--- src/rtl/core/url_percent_normalizer_defines.svh ---
// Assertion macros for the URL percent normalizer.
// Each macro expects signals named clk and rst_n in the scope where it is used.
`ifndef URL_PERCENT_NORMALIZER_DEFINES_SVH
`define URL_PERCENT_NORMALIZER_DEFINES_SVH

`ifndef SYNTHESIS

`define UPN_ASSERT_IMPL(lbl, ant, cons) \
  lbl: assert property (@(posedge clk) disable iff (!rst_n) (ant) |-> (cons)) \
    else $error("same-cycle implication failed");

`define UPN_ASSERT_NEXT(lbl, ant, cons) \
  lbl: assert property (@(posedge clk) disable iff (!rst_n) (ant) |=> (cons)) \
    else $error("next-cycle implication failed");

`else

`define UPN_ASSERT_IMPL(lbl, ant, cons)

`define UPN_ASSERT_NEXT(lbl, ant, cons)

`endif

`endif

--- src/rtl/core/upn_pkg.sv ---
package upn_pkg;

  localparam logic [7:0] CH_PCT  = 8'h25;  // '%'
  localparam logic [7:0] CH_TWO  = 8'h32;  // '2'
  localparam logic [7:0] CH_FIVE = 8'h35;  // '5'

  // What goes out before the held digit.
  typedef enum logic [1:0] {
    PRE_NONE,
    PRE_PCT,
    PRE_PCT25
  } upn_pre_t;

  // What goes out after the held digit.
  typedef enum logic [1:0] {
    MAIN_NONE,
    MAIN_RAW,
    MAIN_ESC,
    MAIN_PCT25
  } upn_main_t;

  // One request from the front to the back: up to seven output bytes.
  typedef struct packed {
    upn_pre_t   pre;
    logic       held_en;
    logic [7:0] held;
    upn_main_t  main;
    logic [7:0] data;
    logic       last;
  } upn_cmd_t;

  typedef struct packed {
    logic full;
    logic empty;
  } upn_q_status_t;

endpackage

--- src/rtl/core/upn_in_if.sv ---
interface upn_in_if;
  logic       valid;
  logic       ready;
  logic [7:0] in_byte;
  logic       in_last;

  modport source (output valid, output in_byte, output in_last, input ready);
  modport sink (input valid, input in_byte, input in_last, output ready);
endinterface

--- src/rtl/core/upn_out_if.sv ---
interface upn_out_if;
  logic       valid;
  logic       ready;
  logic [7:0] out_byte;
  logic       out_last;

  modport source (output valid, output out_byte, output out_last, input ready);
  modport sink (input valid, input out_byte, input out_last, output ready);
endinterface

--- src/rtl/core/upn_front.sv ---
module upn_front (
  input  logic                   clk,
  input  logic                   rst_n,
  upn_in_if.sink                 in_chan,
  input  upn_pkg::upn_q_status_t q_status,
  output logic                   push_valid,
  output upn_pkg::upn_cmd_t      push_data,
  output logic                   mode_idle
);

  typedef enum logic [1:0] {
    MODE_IDLE,
    MODE_PCT,
    MODE_DIGIT
  } mode_t;

  mode_t             mode_r, mode_nxt;
  logic [7:0]        held_r, held_nxt;
  upn_pkg::upn_cmd_t cmd;
  logic              accept;
  logic              is_hex;
  logic              is_esc;
  logic              is_pct;
  logic              emit;

  function automatic logic hex_ok(input logic [7:0] b);
    return (b >= 8'h30 && b <= 8'h39) || (b >= 8'h41 && b <= 8'h46) ||
           (b >= 8'h61 && b <= 8'h66);
  endfunction

  // Controls, space, DEL and above, and the unsafe symbols " < > [ \ ] ^ ` { | }.
  function automatic logic needs_escape(input logic [7:0] b);
    return (b <= 8'h20) || (b >= 8'h7f) || (b == 8'h22) || (b == 8'h3c) ||
           (b == 8'h3e) || (b == 8'h5b) || (b == 8'h5c) || (b == 8'h5d) ||
           (b == 8'h5e) || (b == 8'h60) || (b == 8'h7b) || (b == 8'h7c) ||
           (b == 8'h7d);
  endfunction

  assign accept       = in_chan.valid && in_chan.ready;
  assign in_chan.ready = !q_status.full;
  assign is_hex       = hex_ok(in_chan.in_byte);
  assign is_esc       = needs_escape(in_chan.in_byte);
  assign is_pct       = in_chan.in_byte == upn_pkg::CH_PCT;

  always_comb begin
    logic do_plain;
    do_plain     = 1'b0;
    mode_nxt     = MODE_IDLE;
    held_nxt     = held_r;
    cmd.pre      = upn_pkg::PRE_NONE;
    cmd.held_en  = 1'b0;
    cmd.held     = held_r;
    cmd.main     = upn_pkg::MAIN_NONE;
    cmd.data     = in_chan.in_byte;
    cmd.last     = in_chan.in_last;

    unique case (mode_r)
      MODE_PCT: begin
        if (is_hex) begin
          if (in_chan.in_last) begin
            cmd.pre  = upn_pkg::PRE_PCT25;
            cmd.main = upn_pkg::MAIN_RAW;
          end else begin
            mode_nxt = MODE_DIGIT;
            held_nxt = in_chan.in_byte;
          end
        end else begin
          cmd.pre  = upn_pkg::PRE_PCT25;
          do_plain = 1'b1;
        end
      end
      MODE_DIGIT: begin
        cmd.held_en = 1'b1;
        if (is_hex) begin
          // A complete escape passes through untouched.
          cmd.pre  = upn_pkg::PRE_PCT;
          cmd.main = upn_pkg::MAIN_RAW;
        end else begin
          cmd.pre  = upn_pkg::PRE_PCT25;
          do_plain = 1'b1;
        end
      end
      default: begin
        do_plain = 1'b1;
      end
    endcase

    if (do_plain) begin
      if (is_pct) begin
        if (in_chan.in_last) begin
          cmd.main = upn_pkg::MAIN_PCT25;
        end else begin
          mode_nxt = MODE_PCT;
        end
      end else if (is_esc) begin
        cmd.main = upn_pkg::MAIN_ESC;
      end else begin
        cmd.main = upn_pkg::MAIN_RAW;
      end
    end
  end

  assign emit       = (cmd.pre != upn_pkg::PRE_NONE) || cmd.held_en ||
                      (cmd.main != upn_pkg::MAIN_NONE);
  assign push_valid = accept && emit;
  assign push_data  = cmd;
  assign mode_idle  = mode_r == MODE_IDLE;

  always_ff @(posedge clk) begin
    if (!rst_n) begin
      mode_r <= MODE_IDLE;
    end else if (accept) begin
      mode_r <= mode_nxt;
    end
    if (accept) begin
      held_r <= held_nxt;
    end
  end

endmodule

--- src/rtl/core/upn_queue.sv ---
module upn_queue #(
  parameter int DEPTH = 4
) (
  input  logic                   clk,
  input  logic                   rst_n,
  input  logic                   push,
  input  upn_pkg::upn_cmd_t      push_data,
  input  logic                   pop,
  output upn_pkg::upn_cmd_t      head_data,
  output upn_pkg::upn_q_status_t q_status
);

  localparam int PW = (DEPTH > 1) ? $clog2(DEPTH) : 1;
  localparam int CW = $clog2(DEPTH + 1);

  upn_pkg::upn_cmd_t entries_r [DEPTH];
  logic [PW-1:0]     wr_ptr_r, rd_ptr_r;
  logic [CW-1:0]     cnt_r;

  assign q_status.full  = cnt_r == CW'(DEPTH);
  assign q_status.empty = cnt_r == '0;
  assign head_data      = entries_r[rd_ptr_r];

  always_ff @(posedge clk) begin
    if (!rst_n) begin
      wr_ptr_r <= '0;
      rd_ptr_r <= '0;
      cnt_r    <= '0;
    end else begin
      if (push) begin
        wr_ptr_r <= (wr_ptr_r == PW'(DEPTH - 1)) ? '0 : wr_ptr_r + 1'b1;
      end
      if (pop) begin
        rd_ptr_r <= (rd_ptr_r == PW'(DEPTH - 1)) ? '0 : rd_ptr_r + 1'b1;
      end
      if (push && !pop) begin
        cnt_r <= cnt_r + 1'b1;
      end else if (pop && !push) begin
        cnt_r <= cnt_r - 1'b1;
      end
    end
    if (push) begin
      entries_r[wr_ptr_r] <= push_data;
    end
  end

endmodule

--- src/rtl/core/upn_back.sv ---
module upn_back (
  input  logic                   clk,
  input  logic                   rst_n,
  input  upn_pkg::upn_cmd_t      head_data,
  input  upn_pkg::upn_q_status_t q_status,
  output logic                   pop,
  upn_out_if.source              out_chan
);

  logic       out_valid_r, out_valid_nxt;
  logic [7:0] out_byte_r, out_byte_nxt;
  logic       out_last_r, out_last_nxt;
  logic [2:0] idx_r, idx_nxt;
  logic [2:0] len_pre, len_held, len_main, total;
  logic [2:0] main_off;
  logic       final_step;
  logic       load;
  logic [7:0] sel_byte;

  function automatic logic [7:0] hex_char(input logic [3:0] nib);
    return (nib < 4'd10) ? (8'h30 + {4'd0, nib}) : (8'h37 + {4'd0, nib});
  endfunction

  always_comb begin
    unique case (head_data.pre)
      upn_pkg::PRE_PCT:   len_pre = 3'd1;
      upn_pkg::PRE_PCT25: len_pre = 3'd3;
      default:            len_pre = 3'd0;
    endcase
    unique case (head_data.main)
      upn_pkg::MAIN_RAW:             len_main = 3'd1;
      upn_pkg::MAIN_ESC,
      upn_pkg::MAIN_PCT25:           len_main = 3'd3;
      default:                       len_main = 3'd0;
    endcase
  end

  assign len_held   = {2'b00, head_data.held_en};
  assign total      = len_pre + len_held + len_main;
  assign final_step = idx_r == total - 3'd1;
  assign main_off   = idx_r - len_pre - len_held;

  // Pick the byte at position idx_r of the expanded request.
  always_comb begin
    sel_byte = head_data.data;
    if (idx_r < len_pre) begin
      priority if (idx_r == 3'd0) begin
        sel_byte = upn_pkg::CH_PCT;
      end else if (idx_r == 3'd1) begin
        sel_byte = upn_pkg::CH_TWO;
      end else begin
        sel_byte = upn_pkg::CH_FIVE;
      end
    end else if (idx_r < len_pre + len_held) begin
      sel_byte = head_data.held;
    end else begin
      unique case (head_data.main)
        upn_pkg::MAIN_ESC: begin
          unique case (main_off[1:0])
            2'd0:    sel_byte = upn_pkg::CH_PCT;
            2'd1:    sel_byte = hex_char(head_data.data[7:4]);
            default: sel_byte = hex_char(head_data.data[3:0]);
          endcase
        end
        upn_pkg::MAIN_PCT25: begin
          unique case (main_off[1:0])
            2'd0:    sel_byte = upn_pkg::CH_PCT;
            2'd1:    sel_byte = upn_pkg::CH_TWO;
            default: sel_byte = upn_pkg::CH_FIVE;
          endcase
        end
        default: sel_byte = head_data.data;
      endcase
    end
  end

  assign load = !q_status.empty && (!out_valid_r || out_chan.ready);
  assign pop  = load && final_step;

  always_comb begin
    out_valid_nxt = out_valid_r;
    out_byte_nxt  = out_byte_r;
    out_last_nxt  = out_last_r;
    idx_nxt       = idx_r;
    if (load) begin
      out_valid_nxt = 1'b1;
      out_byte_nxt  = sel_byte;
      out_last_nxt  = head_data.last && final_step;
      idx_nxt       = final_step ? 3'd0 : idx_r + 3'd1;
    end else if (out_chan.ready) begin
      out_valid_nxt = 1'b0;
    end
  end

  always_ff @(posedge clk) begin
    if (!rst_n) begin
      out_valid_r <= 1'b0;
      idx_r       <= 3'd0;
    end else begin
      out_valid_r <= out_valid_nxt;
      idx_r       <= idx_nxt;
    end
    out_byte_r <= out_byte_nxt;
    out_last_r <= out_last_nxt;
  end

  assign out_chan.valid    = out_valid_r;
  assign out_chan.out_byte = out_byte_r;
  assign out_chan.out_last = out_last_r;

endmodule

--- src/rtl/core/url_percent_normalizer.sv ---
// Streaming URL percent normalizer. The front stage takes one input byte per cycle
// whenever the request queue (QUEUE_DEPTH entries) has room, and turns it into a
// request of zero to seven output bytes; the back stage sends one byte per cycle
// from its output register while a request waits and the receiver is ready. An input
// byte passed through yields 1 output byte, an escaped byte 3, and a broken escape
// that is flushed up to 7, so the back stage's output sets the throughput. A '%'
// and one hex digit may be held back with no output until the next byte decides
// their fate; the last byte of a string always flushes them, and out_last marks
// the final byte of the result.
`include "url_percent_normalizer_defines.svh"

module url_percent_normalizer #(
  parameter int QUEUE_DEPTH = 4
) (
  input  logic       clk,
  input  logic       rst_n,
  upn_in_if.sink     in_chan,
  upn_out_if.source  out_chan
);

  upn_pkg::upn_cmd_t      push_data;
  upn_pkg::upn_cmd_t      head_data;
  upn_pkg::upn_q_status_t q_status;
  logic                   push_valid;
  logic                   pop;
  logic                   mode_idle;

  upn_front u_front (
    .clk        (clk),
    .rst_n      (rst_n),
    .in_chan    (in_chan),
    .q_status   (q_status),
    .push_valid (push_valid),
    .push_data  (push_data),
    .mode_idle  (mode_idle)
  );

  upn_queue #(
    .DEPTH (QUEUE_DEPTH)
  ) u_queue (
    .clk       (clk),
    .rst_n     (rst_n),
    .push      (push_valid),
    .push_data (push_data),
    .pop       (pop),
    .head_data (head_data),
    .q_status  (q_status)
  );

  upn_back u_back (
    .clk       (clk),
    .rst_n     (rst_n),
    .head_data (head_data),
    .q_status  (q_status),
    .pop       (pop),
    .out_chan  (out_chan)
  );

  // A string never leaves anything pending behind its last byte.
  `UPN_ASSERT_NEXT(a_idle_after_last, in_chan.valid && in_chan.ready && in_chan.in_last, mode_idle)
  `UPN_ASSERT_IMPL(a_no_push_when_full, push_valid, !q_status.full)
  `UPN_ASSERT_IMPL(a_no_pop_when_empty, pop, !q_status.empty)

endmodule
--- src/flat_wrapper.sv ---
// flat-port wrapper written by rule: the top's interface ports become plain ports
module url_percent_normalizer_flat 
#(
  parameter int QUEUE_DEPTH = 4
)
  (clk, rst_n, in_chan_valid, in_chan_in_byte, in_chan_in_last, in_chan_ready, out_chan_valid, out_chan_out_byte, out_chan_out_last, out_chan_ready);
  upn_in_if in_chan_i ();
  upn_out_if out_chan_i ();
  input  logic clk;
  input  logic rst_n;
  input wire logic [$bits(in_chan_i.valid)-1:0] in_chan_valid;
  input wire logic [$bits(in_chan_i.in_byte)-1:0] in_chan_in_byte;
  input wire logic [$bits(in_chan_i.in_last)-1:0] in_chan_in_last;
  output wire logic [$bits(in_chan_i.ready)-1:0] in_chan_ready;
  output wire logic [$bits(out_chan_i.valid)-1:0] out_chan_valid;
  output wire logic [$bits(out_chan_i.out_byte)-1:0] out_chan_out_byte;
  output wire logic [$bits(out_chan_i.out_last)-1:0] out_chan_out_last;
  input wire logic [$bits(out_chan_i.ready)-1:0] out_chan_ready;
  assign in_chan_i.valid = in_chan_valid;
  assign in_chan_i.in_byte = in_chan_in_byte;
  assign in_chan_i.in_last = in_chan_in_last;
  assign in_chan_ready = in_chan_i.ready;
  assign out_chan_valid = out_chan_i.valid;
  assign out_chan_out_byte = out_chan_i.out_byte;
  assign out_chan_out_last = out_chan_i.out_last;
  assign out_chan_i.ready = out_chan_ready;
  url_percent_normalizer #(.QUEUE_DEPTH(QUEUE_DEPTH)) u_core (.clk(clk), .rst_n(rst_n), .in_chan(in_chan_i), .out_chan(out_chan_i));
endmodule
--- config.mk ---
export PLATFORM = sky130hd
export DESIGN_NAME = url_percent_normalizer_flat
export DESIGN_NICKNAME = d
export VERILOG_FILES = /design/src/rtl/core/upn_pkg.sv /design/src/rtl/core/upn_in_if.sv /design/src/rtl/core/upn_out_if.sv /design/src/rtl/core/upn_front.sv /design/src/rtl/core/upn_queue.sv /design/src/rtl/core/upn_back.sv /design/src/rtl/core/url_percent_normalizer.sv /design/src/flat_wrapper.sv
export VERILOG_INCLUDE_DIRS = /design/src /design/src/rtl/core
export SDC_FILE = /design/constraint.sdc
export NUM_CORES = 1
export LEC_CHECK = 0
export CORE_ASPECT_RATIO = 0.6
export CORE_MARGIN = 2
export CORE_UTILIZATION = 35
export DETAILED_ROUTE_END_ITERATION = 16
export DONT_BUFFER_PORTS = 1
export HOLD_SLACK_MARGIN = 0.02
export PLACE_DENSITY = 0.59
export SLEW_MARGIN = 20
export SYNTH_ARGS = -nofsm -noshare
export SYNTH_HDL_FRONTEND = slang
export SYNTH_SLANG_ARGS = --single-unit
export TNS_END_PERCENT = 5
--- constraint.sdc ---
create_clock -name clk -period 5.1 [get_ports clk]
set_input_delay 0.765 -clock clk [delete_from_list [all_inputs] [get_ports clk]]
set_output_delay 0.765 -clock clk [all_outputs]
set_load 0.05 [all_outputs]
* After elaboration in Yosys (flattened, before gate mapping)
Memory sizes are Yosys's and may differ from the RTL's. A register that Yosys moved wholly into a read port is not among the register bits.
Index checks and enable logic that the tools add are counted.
** Storage, ports and cells
- Bits in writable memories :: 88
- Input bits :: 13
- Logic and storage cells :: 147
- Register bits :: 30
- Output and inout bits :: 11
- Memories kept :: 1
** Operators by class
- Equal/unequal tests :: 25
- Reductions and logical operators :: 42
- Order comparisons :: 12
- Bitwise logic cells :: 1
- Multiplexer cells :: 43
- Add/sub/neg operators :: 14
** Memory list
- u_core.u_queue.entries_r :: words 4, bits a word 22, rd ports 1, clocked after memory_dff 1, write ports 1, RTL line upn_queue.sv:16 : upn_pkg::upn_cmd_t entries_r [DEPTH];
** Operators by type and width (count)
- $eq 8x7->1 const B :: 8
- $mux 2 :: 17
- $eq 8x6->1 const B :: 4
- $add 6x4->7 const A :: 4
- $ge 8x7->1 const B :: 3
- $logic_or 1x1->1 :: 17
- $le 8x6->1 const B :: 2
- $le 8x7->1 const B :: 2
- $mux 8 :: 2
- $pmux 8 s2 :: 1
- $mux 7 :: 2
- $pmux 7 s2 :: 1
- $eq 2x2->1 const B :: 6
- $mux 3 :: 4
- $pmux 2 s2 :: 3
- $logic_and 1x1->1 :: 10
- $mux 1 :: 10
- $pmux 5 s2 :: 1
- $eq 2x1->1 const B :: 4
- $ge 8x6->1 const B :: 1
- $lt 4x4->1 const B :: 2
- $reduce_bool 2->1 :: 4
- $add 3x1->3 const B :: 2
- $logic_not 3->1 :: 2
- 18 further kinds :: 25

* Longest topological paths before layout
Gate-level depths: netlist of run 1.
- Depth in word-level cells :: 23
- Mapped depth :: 22
- Mapped depth without buffers :: 19

* By module
From an unflattened synthesis of run 1, not the netlist that was laid out.
** Unflattened totals
- Cells, all modules :: 392
- Area, all modules :: 5701.7 sq um
** By module, submodules not included
- upn_queue :: cells each 158, area each 3636.0 sq um, seq. area each 2822.7 sq um, instances 1
- upn_back :: cells each 155, area each 1316.3 sq um, seq. area each 350.3 sq um, instances 1
- upn_front :: cells each 79, area each 749.5 sq um, seq. area each 280.3 sq um, instances 1

* Least setup slack after synthesis of run 1
OpenSTA, ideal clock, no wires.
- Path kind :: reg-to-reg
- Start :: register with a tool-made name
- End :: register u_core.u_queue.cnt_r[2]
- Data required time :: 5024 ps
- Library setup time :: 76 ps
- Buffers on the path :: 3
- Stages on the path, launching flop included :: 22
- Period minus slack after synthesis :: 4451 ps
- Arrival time :: 4375 ps
- Slack :: 649 ps
- Cells stage by stage :: dfxtp_1 buf_6 buf_12 buf_2 mux4_2 ha_1 inv_1 ha_1 ha_1 inv_1 ha_1 inv_1 ha_1 xnor2_1 xnor2_1 nand3_1 ha_1 inv_1 fa_1 xor2_1 or3_1 a21boi_0
** RTL lines
- to (signal assigned) :: RTL line upn_queue.sv:37 : cnt_r <= cnt_r + 1'b1;
- to (signal assigned) :: RTL line upn_queue.sv:39 : cnt_r <= cnt_r - 1'b1;
- to (decl) :: RTL line upn_queue.sv:18 : logic [CW-1:0] cnt_r;

==> results of run 1 <==
[worst max-delay path: cells and delay by family, from the launching register on]
| kind | cells | cell delay [ns] |
|---|---|---|
| XOR/XNOR | 3 | 0.53 |
| AO/OA/AOI/OAI | 1 | 0.18 |
| multiplexers | 1 | 0.58 |
| AND/OR/NAND/NOR | 2 | 0.50 |
| flip-flops | 1 | 0.40 |
| buffers and inverters | 4 | 0.54 |
| adder cells (fa/ha/maj) | 6 | 1.51 |
[logic make-up after synthesis]
family / count (synthesis) / synth area share (%)
flip-flops: 120 / 61.4
AND/OR/NAND/NOR: 85 / 8.03
AO/OA/AOI/OAI: 71 / 8.90
buffers and inverters: 39 / 3.09
multiplexers: 28 / 10.1
adder cells (fa/ha/maj): 27 / 6.28
XOR/XNOR: 14 / 2.18
[cell type report]
cell class	count	area (sq um)	area share, %
inverters	30	113	1.74
well taps	203	254	3.92
clock inverters	15	178	2.75
multi-input cells	225	2000	31.0
clock buffers	17	425	6.57
repair buffers	6	45.0	0.696
flip-flops and latches	120	3450	53.4
[metal layers]
metal	track usage [%]	vias to the layer above	share of wire, %
li1	-	1525	-
met1	22.3	1669	53
met2	21.5	73	41
met3	4.69	13	4.5
met4	4.68	0	1.1
met5	0	-	0
[state kept, by name, summed over array words and instances (netlist names), named ones only]
register and count:
u_core.u_back.out_chan.valid 1, u_core.u_back.out_chan.out_last 1, u_core.u_back.idx_r 3, u_core.u_back.out_chan.out_byte 8
u_core.u_front.mode_r 2, u_core.u_queue.rd_ptr_r 2, u_core.u_queue.cnt_r 3, u_core.u_front.held_r 8
u_core.u_queue.entries_r 88, u_core.u_queue.wr_ptr_r 2
[layout by cell type (no fill, tap or decap), types with 6 or more instances in the layout]
cell type and n:
xnor2_1 9, nor2b_1 6, dfxtp_1 15, nor3_1 6, mux4_2 15, nand3_1 8
mux4_1 6, edfxtp_1 105, a21boi_0 7, mux2i_1 6, nor2_1 18, a21oi_1 12
buf_4 6, clkbuf_16 17, inv_1 29, nand2_1 19, ha_1 25, o21ai_0 15
[worst paths after layout]
check / end / slack (ns) / cells after the start / startpoint
min reg2reg: u_core.u_front.mode_r[0] / 0.49 / 2 / u_core.u_front.mode_r[0]
max: u_core.u_queue.cnt_r[2] / 0.77 / 17 / flop
max reg2reg: u_core.u_queue.cnt_r[2] / 0.77 / 17 / flop
min: u_core.u_queue.entries_r[1][3] / 0.44 / 0 / in_chan_in_byte[2]
[where the power goes]
group / internal (mW) / leakage [nW] / switching, mW
Sequential: 1.24 / 1.09 / 0.201
Combinational: 0.389 / 0.839 / 0.656
Clock: 0.702 / 0.291 / 0.502
==> metrics.txt, run 1 <==
Num CTS Buffers=17; Slowest Stage Delay on Critical Path=between 0.5 and 0.6 ns; post-route setup slack=0.770 ns; Distinct cells, synth=61; pre-CTS setup slack=slightly above 0.7 ns; status=complete, no violations; actual slew at the worst max-slew pin=between 0.9 and 1 ns; Yosys top cell by area=edfxtp_1; Die W=168 microns; CP Launch Type=flop; Period minus WS final=4.33 ns; max cap viols=0; htree depth=4; crit path cell chain=buf_4 -> mux4_2 -> ha_1 -> ha_1 -> inv_1 -> ha_1 -> inv_1 -> ha_1 -> xnor2_1 -> xnor2_1 -> nand3_1 -> ha_1 -> inv_1 -> fa_1 -> xor2_1 -> or3_1 -> a21boi_0; dpl cells=584; Cell Area, Placed=just under 6000 sq um; ANT nets after route=0; YS warnings=0; Most used DFF post-synth=edfxtp_1; Detailed Route Iter0 Violations=between 150 and 200; total power=3.69 mW; syn_nets=roughly 420; chip height=slightly above 100 microns; drt wl/cell=around 19 microns; Via density=about 5.3; hold_buf cts=0; DIE AREA=~17000 sq um; CP Class=reg2reg; CTS clk-pin slew, worst paths=around 0.060 ns; DRC viols=0; Seq cells post-synth=120; setup TNS=0 ns; TritonCTS clock tree=yes; RePlAce Congestion=approximately 0.84; Final Non-Filler Cells=between 600 and 700; Synth top area share=about 56%; Setup-failing EPs final=0; CORE AREA=around 16000 sq um; FILL cells=approximately 1400; leakage power=~2.2 nW; # nets final=440; Cells after Synth=roughly 380; Pre-antenna DRT Iters=5; Synth Area per Inst=around 15 sq um; Final Util=approximately two fifths; hpwl dp=8070 microns; CTS root buffer=clkbuf_16; Clock Path Buffers=2; clk_lat worst skew=just over 0.4 ns; vias in the first global route=around 3200; Final Hold Viols=0; overflow left after global routing=0; crit path DAT=~4.7 ns; worst-case clock skew=slightly below 0.009 ns; final instance area=roughly 6500 sq um; hold_ws=~0.44 ns; num rows=35; Starting Density=36.2%; commonest cells in the synthesized netlist=edfxtp_1, inv_1, ha_1; type of the most critical hold path=in2reg; pwr dens=around 570 nW/um^2; Synth-to-Final Area Change=15.1%; I/O pins=24; FFs w/ async S/R, synth=0%; WP data required=5.43 ns; register area share after synthesis=around 61%; Slew Limit Fails=0; ranking of synthesized cells by area=edfxtp_1, mux4_2, ha_1; DR vias=around 3300; PortBufs=0; Critical-path top delay cell=mux4_2; Mapped Area=~5600 sq um; f_max=approximately 230 MHz; layout cells sized above 1=between 15 and 20%; largest net degree at the start of global routing=23; count leader, synth=edfxtp_1; relative slew slack=roughly 36%; Resized cells post-CTS=0; Routed WL=between 10000 and 15000 microns; RSZ-0062 raised after global routing=false; Tot GR Track Use=roughly 15%; peak fanout along the critical path=20; initial antenna violation count=0; first-pass GRT wire length=about 19000 microns; Clock Sinks=120; Max VDD drop=approximately 0.22 mV; Post-synth EDFFs=105; crit-path most repeated cell=ha_1; postcts setup bufs=0; Worst Setup End Kind=flop; crit share post-route=84.9%; ant diodes=0
Note: power is estimated with default switching activity, not from simulation.
==> run 2: changes to the inputs <==
PLACE_DENSITY = 0.61   (was 0.59)
clock period = 3.9 ns   (was 5.1 ns; I/O delays follow)
==> run 2 against run 1 <==
  * Critical path type unchanged
  * Largest power group unchanged
  * Clock power rose by 23%
  * Via count up 2.1%
  * Register-to-register slack worse by 0.68 ns
  * Combinational power grew 56%
==> metrics.txt, run 2 (same netlist as run 1, synthesis figures left out) <==
CTS clk-pin slew, worst paths=around 0.060 ns; Starting Density=a little over a third; Net Switching=1.86 mW; Synth-to-Final Area Change=17.7%; Die W=approximately 170 microns; TritonCTS clock tree=yes; layout cells sized above 1=about 22%; WP data required=around 4.3 ns; type of the most critical hold path=in2reg; worst reg-to-reg path cell count=18; hold endpoint=u_core.u_queue.entries_r[1][5]; ANT nets after route=0; relative slew slack=49.5%; RSZ-0062 raised after global routing=true; Setup-failing EPs final=0; most frequent cells in the layout=edfxtp_1, inv_1, nand2_1, ha_1; Routed WL=11800 microns; max cap viols=0; overflow left after global routing=0; DIE AREA=17100 sq um; Final Hold Viols=0; f_max=around 260 MHz; Final Util=a little over two fifths; PortBufs=0; DR vias=approximately 3300; drt wl/cell=19.0 microns; largest net degree at the start of global routing=23; HP Start=in_chan_in_byte[4]; CORE AREA=~16000 sq um; RePlAce Congestion=slightly above 0.8; DRC viols=0; Pre-antenna DRT Iters=4; hold path depth=0; actual slew at the worst max-slew pin=0.755 ns; Num CTS Buffers=17; hpwl dp=7830 microns; crit share post-route=just under 100%; Period minus WS final=between 3 and 4 ns; leakage power=roughly 2.2 nW; htree depth=4; vias in the first global route=about 3200; sw frac=37.2%; Final Non-Filler Cells=around 620; most common cell after layout, fill and taps aside=edfxtp_1; worst-case clock skew=0.00803 ns; peak fanout along the critical path=4; Clock Path Buffers=2; max FFs per register=88; RR Endpoint=u_core.u_queue.cnt_r[2]; Slew Limit Fails=0; I/O pins=24; clk_lat worst skew=slightly above 0.4 ns; num rows=35; status=complete, no violations; # nets final=447; chip height=slightly above 100 microns; most flop-heavy register=u_core.u_queue.entries_r; Max VDD drop=around 0.33 mV; pwr dens=around 750 nW/um^2; internal power=3.14 mW; CP Class=reg2reg; dpl cells=589; crit path DAT=4.16 ns; reg2reg setup slack=roughly 0.086 ns; Clock power frac=29.3%; Combinational Power Share=around 33%; setup TNS=0 ns; initial antenna violation count=0; first-pass GRT wire length=18400 microns; Detailed Route Iter0 Violations=282; CTS root buffer=clkbuf_16; CP Launch Type=flop; Tot GR Track Use=around 15%; Reg power frac=a little under two fifths; Worst Setup End Kind=flop; Via density=between 5 and 6; Clock Sinks=120
[run 2: changes by cell type in the layout (fill, tap and decap cells not counted), moves of 4 or more]
cell,change
buf_4,+7
ha_1,-6
ha_4,+6
inv_1,-4
inv_2,+4
[run 2: worst max path at each step]
stage / from / cells past startpoint / endpoint
2_1_floorplan: flop / 21 / u_core.u_queue.cnt_r[2]
3_3_place_gp: flop / 18 / u_core.u_queue.cnt_r[2]
3_5_place_dp: flop / 18 / u_core.u_queue.cnt_r[2]
4_1_cts: flop / 18 / u_core.u_queue.cnt_r[2]
5_1_grt: flop / 18 / u_core.u_queue.cnt_r[2]
6_report: flop / 18 / u_core.u_queue.cnt_r[2]
[run 2: cell type report]
cell class | count | area [sq um]
diodes | 1 | 2.50
clock buffers | 17 | 425
clock inverters | 15 | 130
fillers | 1350 | 8930
inverters | 30 | 113
multi-input cells | 225 | 2140
flip-flops and latches | 120 | 3460
well taps | 203 | 254
repair buffers | 13 | 97.6
[run 2: critical path, cell delays in order (launching register included)]
cell and delay (ns):
dfxtp_4 0.37, mux4_2 0.53, ha_4 0.31, inv_2 0.04, ha_4 0.15, ha_4 0.25
inv_2 0.05, ha_4 0.25, inv_2 0.04, ha_4 0.27, xor2_4 0.16, nor2_4 0.07
nand3_4 0.10, ha_4 0.15, inv_2 0.04, fa_2 0.34, xor2_1 0.15, or3_1 0.32
a21boi_1 0.14
[run 2: repair_timing]
action,CTS,global route
resized for setup,1,6
hold buffers,0,0
setup endpoints to repair,1,1
pin swaps,1,5
buffers inserted,1,1
[run 2: routing by layer]
| layer | global-route usage, % | part of all wire [%] |
|---|---|---|
| met1 | 22.5 | 53 |
| met2 | 19.9 | 40 |
| met3 | 4.11 | 6.1 |
| met4 | 4.48 | 0.98 |
| met5 | 0 | 0 |
[run 2: power by group through the flow]
stage / Combinational, mW / Sequential [mW] / Clock [mW]
floorplan: 1.10 / 1.88 / 0
global placement: 1.50 / 1.90 / 0
detailed placement: 1.49 / 1.91 / 0
CTS: 1.51 / 1.88 / 1.50
global route: 1.79 / 1.90 / 1.56
finish: 1.64 / 1.88 / 1.47
[run 2: stage by stage]
step | instance area, sq um | worst slack (ns) | total power [mW] | hold slack, ns
after floorplan | 5720 | -0.152 | 2.98 | 0.459
after global placement | 5990 | 0.0774 | 3.40 | 0.471
after detailed placement | 5990 | -0.00732 | 3.40 | 0.483
after CTS | 6560 | 0.00454 | 4.90 | 0.249
after global routing | 6610 | -0.0494 | 5.25 | 0.246
final | 6620 | 0.0858 | 4.99 | 0.262
==> run 3: changes to the inputs <==
ABC_AREA = 1   (was not set)
PLACE_DENSITY = 0.51   (was 0.61)
SYNTH_HIERARCHICAL = 1   (was not set)
==> run 3 against run 2 <==
  * Area after synthesis is 6.3% higher
  * Maximum frequency rose by 6.0%
  * Combinational power decreased by 3%
  * Cell area is 3.2% higher
  * Worst hold slack improved by 0.0068 ns
==> metrics.txt, run 3 <==
YS warnings=6; crit share post-route=~90%; f_max=between 200 and 300 MHz; WP data required=approximately 4.2 ns; overflow left after global routing=0; PortBufs=0; Synth top area share=52.8%; sw frac=between 30% and 40%; TritonCTS clock tree=yes; FILL cells=1571; I/O pins=24; Most used DFF post-synth=edfxtp_1; routed wl met2=between 5000 and 6000 microns; most frequent cells in the layout=edfxtp_1, nand2_1, nor2_1; Tot GR Track Use=16.2%; count leader, synth=edfxtp_1; type of the most critical hold path=in2reg; # nets final=approximately 640; Via density=just under 5; CP Launch Type=flop; met3 WL=around 880 microns; first-pass GRT wire length=22100 microns; ant diodes=0; vias in the first global route=4029; htree depth=4; drt wl/cell=roughly 16 microns; num rows=36; Distinct cells, synth=35; relative slew slack=between 50% and 60%; Max VDD drop=0.273 mV; ranking of synthesized cells by area=edfxtp_1, nand2_1, ha_1; Combinational Power Share=a little under a third; syn_nets=roughly 640; Final Hold Viols=0; post-route setup slack=between 0.3 and 0.4 ns; register area share after synthesis=~58%; max FFs per register=88; Clock Sinks=120; pwr dens=747 nW/um^2; final instance area=6830 sq um; Reg power frac=36.8%; peak fanout along the critical path=6; Synth-to-Final Area Change=14.3%; most flop-heavy register=u_core/u_queue/entries_r; M1 wire length=around 7000 microns; most common cell after layout, fill and taps aside=edfxtp_1; FFs w/ async S/R, synth=0%; Cells after Synth=between 500 and 600; max cap viols=0; hpwl dp=9350 microns; Detailed Route Iter0 Violations=224; Slew Limit Fails=0; DRC viols=0; Net Switching=1.92 mW; Clock power frac=32.0%; Setup-failing EPs final=0; Cell Area, Placed=6150 sq um; Starting Density=a little over a third; CP Class=reg2reg; Worst Setup End Kind=flop; Seq cells post-synth=120; leakage power=approximately 2.7 nW; CORE AREA=about 16000 sq um; largest net degree at the start of global routing=between 40 and 50; actual slew at the worst max-slew pin=between 0.6 and 0.7 ns; Mapped Area=approximately 6000 sq um; DIE AREA=~18000 sq um; internal power=~3.2 mW; chip height=roughly 110 microns; crit path DAT=around 4 ns; commonest cells in the synthesized netlist=edfxtp_1, nand2_1, nor2_1; Num CTS Buffers=17; initial antenna violation count=0; ANT nets after route=0; worst-case clock skew=between 0.01 and 0.015 ns; CTS root buffer=clkbuf_16; Pre-antenna DRT Iters=5; status=complete, no violations; Clock Path Buffers=2; clk_lat worst skew=0.41 ns; top sig layer=met4; Die W=roughly 170 microns; DR vias=between 4000 and 5000; Synth Area per Inst=approximately 10 sq um; Routed WL=13900 microns; Post-synth EDFFs=roughly 110; layout cells sized above 1=approximately an eighth; pre-CTS setup slack=-0.0904 ns; RePlAce Congestion=0.852; Period minus WS final=~3.6 ns; Yosys top cell by area=edfxtp_1; CTS clk-pin slew, worst paths=roughly 0.060 ns
[run 3: cell types whose count changed in the layout (fill, tap and decap cells not counted), sizes merged, moves of 10 or more]
cell,change
inv,+42
mux4,-21
nand2,+80
nand3,+16
nor2,+70
nor2b,-10
o21ai,+49
o22ai,+23
[run 3: final cells by class]
| cell class | instances | area, sq um | share of cell area, % |
|---|---|---|---|
| Sequential cell | 120 | 3460 | 50.6 |
| Multi-Input combinational cell | 375 | 2080 | 30.4 |
| Clock buffer | 17 | 425 | 6.23 |
| Inverter | 75 | 292 | 4.27 |
| Tap cell | 228 | 285 | 4.18 |
| Clock inverter | 15 | 190 | 2.79 |
| Timing Repair Buffer | 12 | 101 | 1.48 |
[run 3: cells by family (layout without fill, tap and decap cells)]
family                     count (synthesis)  after routing  synth area share (%)
and+or+nand+nor                          228            228                  16.3
DFF                                      120            120                  57.8
AOI/OAI and AO/OA                        110            110                  10.2
buffers and inverters                     98            119                  8.06
adders and majority gates                 29             29                  6.32
xor gates and xnor gates                   8              8                  1.30
[run 3: power groups by stage]
stage	Clock [mW]	Combinational, mW	Sequential [mW]
after floorplan	0	1.18	1.88
after global placement	0	1.50	1.90
after detailed placement	0	1.53	1.91
after CTS	1.67	1.54	1.88
after global routing	1.72	1.84	1.89
final	1.63	1.59	1.88
[run 3: worst max-delay path, cell delays in order, from the launching register on]
cell and delay, ns:
dfxtp_4 0.41, o21ai_1 0.08, o22ai_1 0.17, inv_1 0.09, ha_4 0.29, inv_2 0.05, ha_1 0.17, ha_1 0.26
inv_1 0.05, ha_1 0.26, inv_1 0.04, ha_1 0.29, xor2_1 0.14, nor2_1 0.14, nand3_1 0.12, inv_2 0.10
inv_4 0.05, ha_4 0.15, inv_2 0.06, fa_2 0.42, o21ai_2 0.11, nor2_1 0.04
[run 3: path summary, 6_finish.rpt]
path	start	to	slack [ns]	cells past startpoint
max reg2reg	flop	u_core/u_queue/cnt_r[1]	0.30	21
min	in_chan_in_last	u_core/u_queue/entries_r[0][0]	0.27	0
min reg2reg	u_core/u_front/mode_r[1]	u_core/u_front/mode_r[1]	0.50	2
max	flop	u_core/u_queue/cnt_r[1]	0.30	21
[run 3: what timing repair did]
item,4_1_cts,5_1_grt
setup buffers,0,1
pin swaps,0,5
hold buffers,0,0
gates resized for setup,2,16
endpoints found under the setup margin,2,2
[run 3: through the flow]
step | utilization (%) | TNS, ns | hold slack (ns) | power [mW] | cells
2_1_floorplan | - | 0 | 0.459 | 3.06 | 593
3_3_place_gp | 37.3 | 0 | 0.483 | 3.41 | 809
3_5_place_dp | 37.3 | -0.133 | 0.493 | 3.43 | 809
4_1_cts | 41.1 | 0 | 0.250 | 5.09 | 841
5_1_grt | 41.4 | -0.000209 | 0.245 | 5.46 | 842
6_report | 41.4 | 0 | 0.269 | 5.10 | 842
[run 3: metal layers]
layer | vias to the layer above | GRT usage (%)
met1 | 1959 | 23.8
li1 | 2027 | -
met2 | 116 | 22.9
met3 | 11 | 4.69
met4 | 0 | 4.60
met5 | - | 0
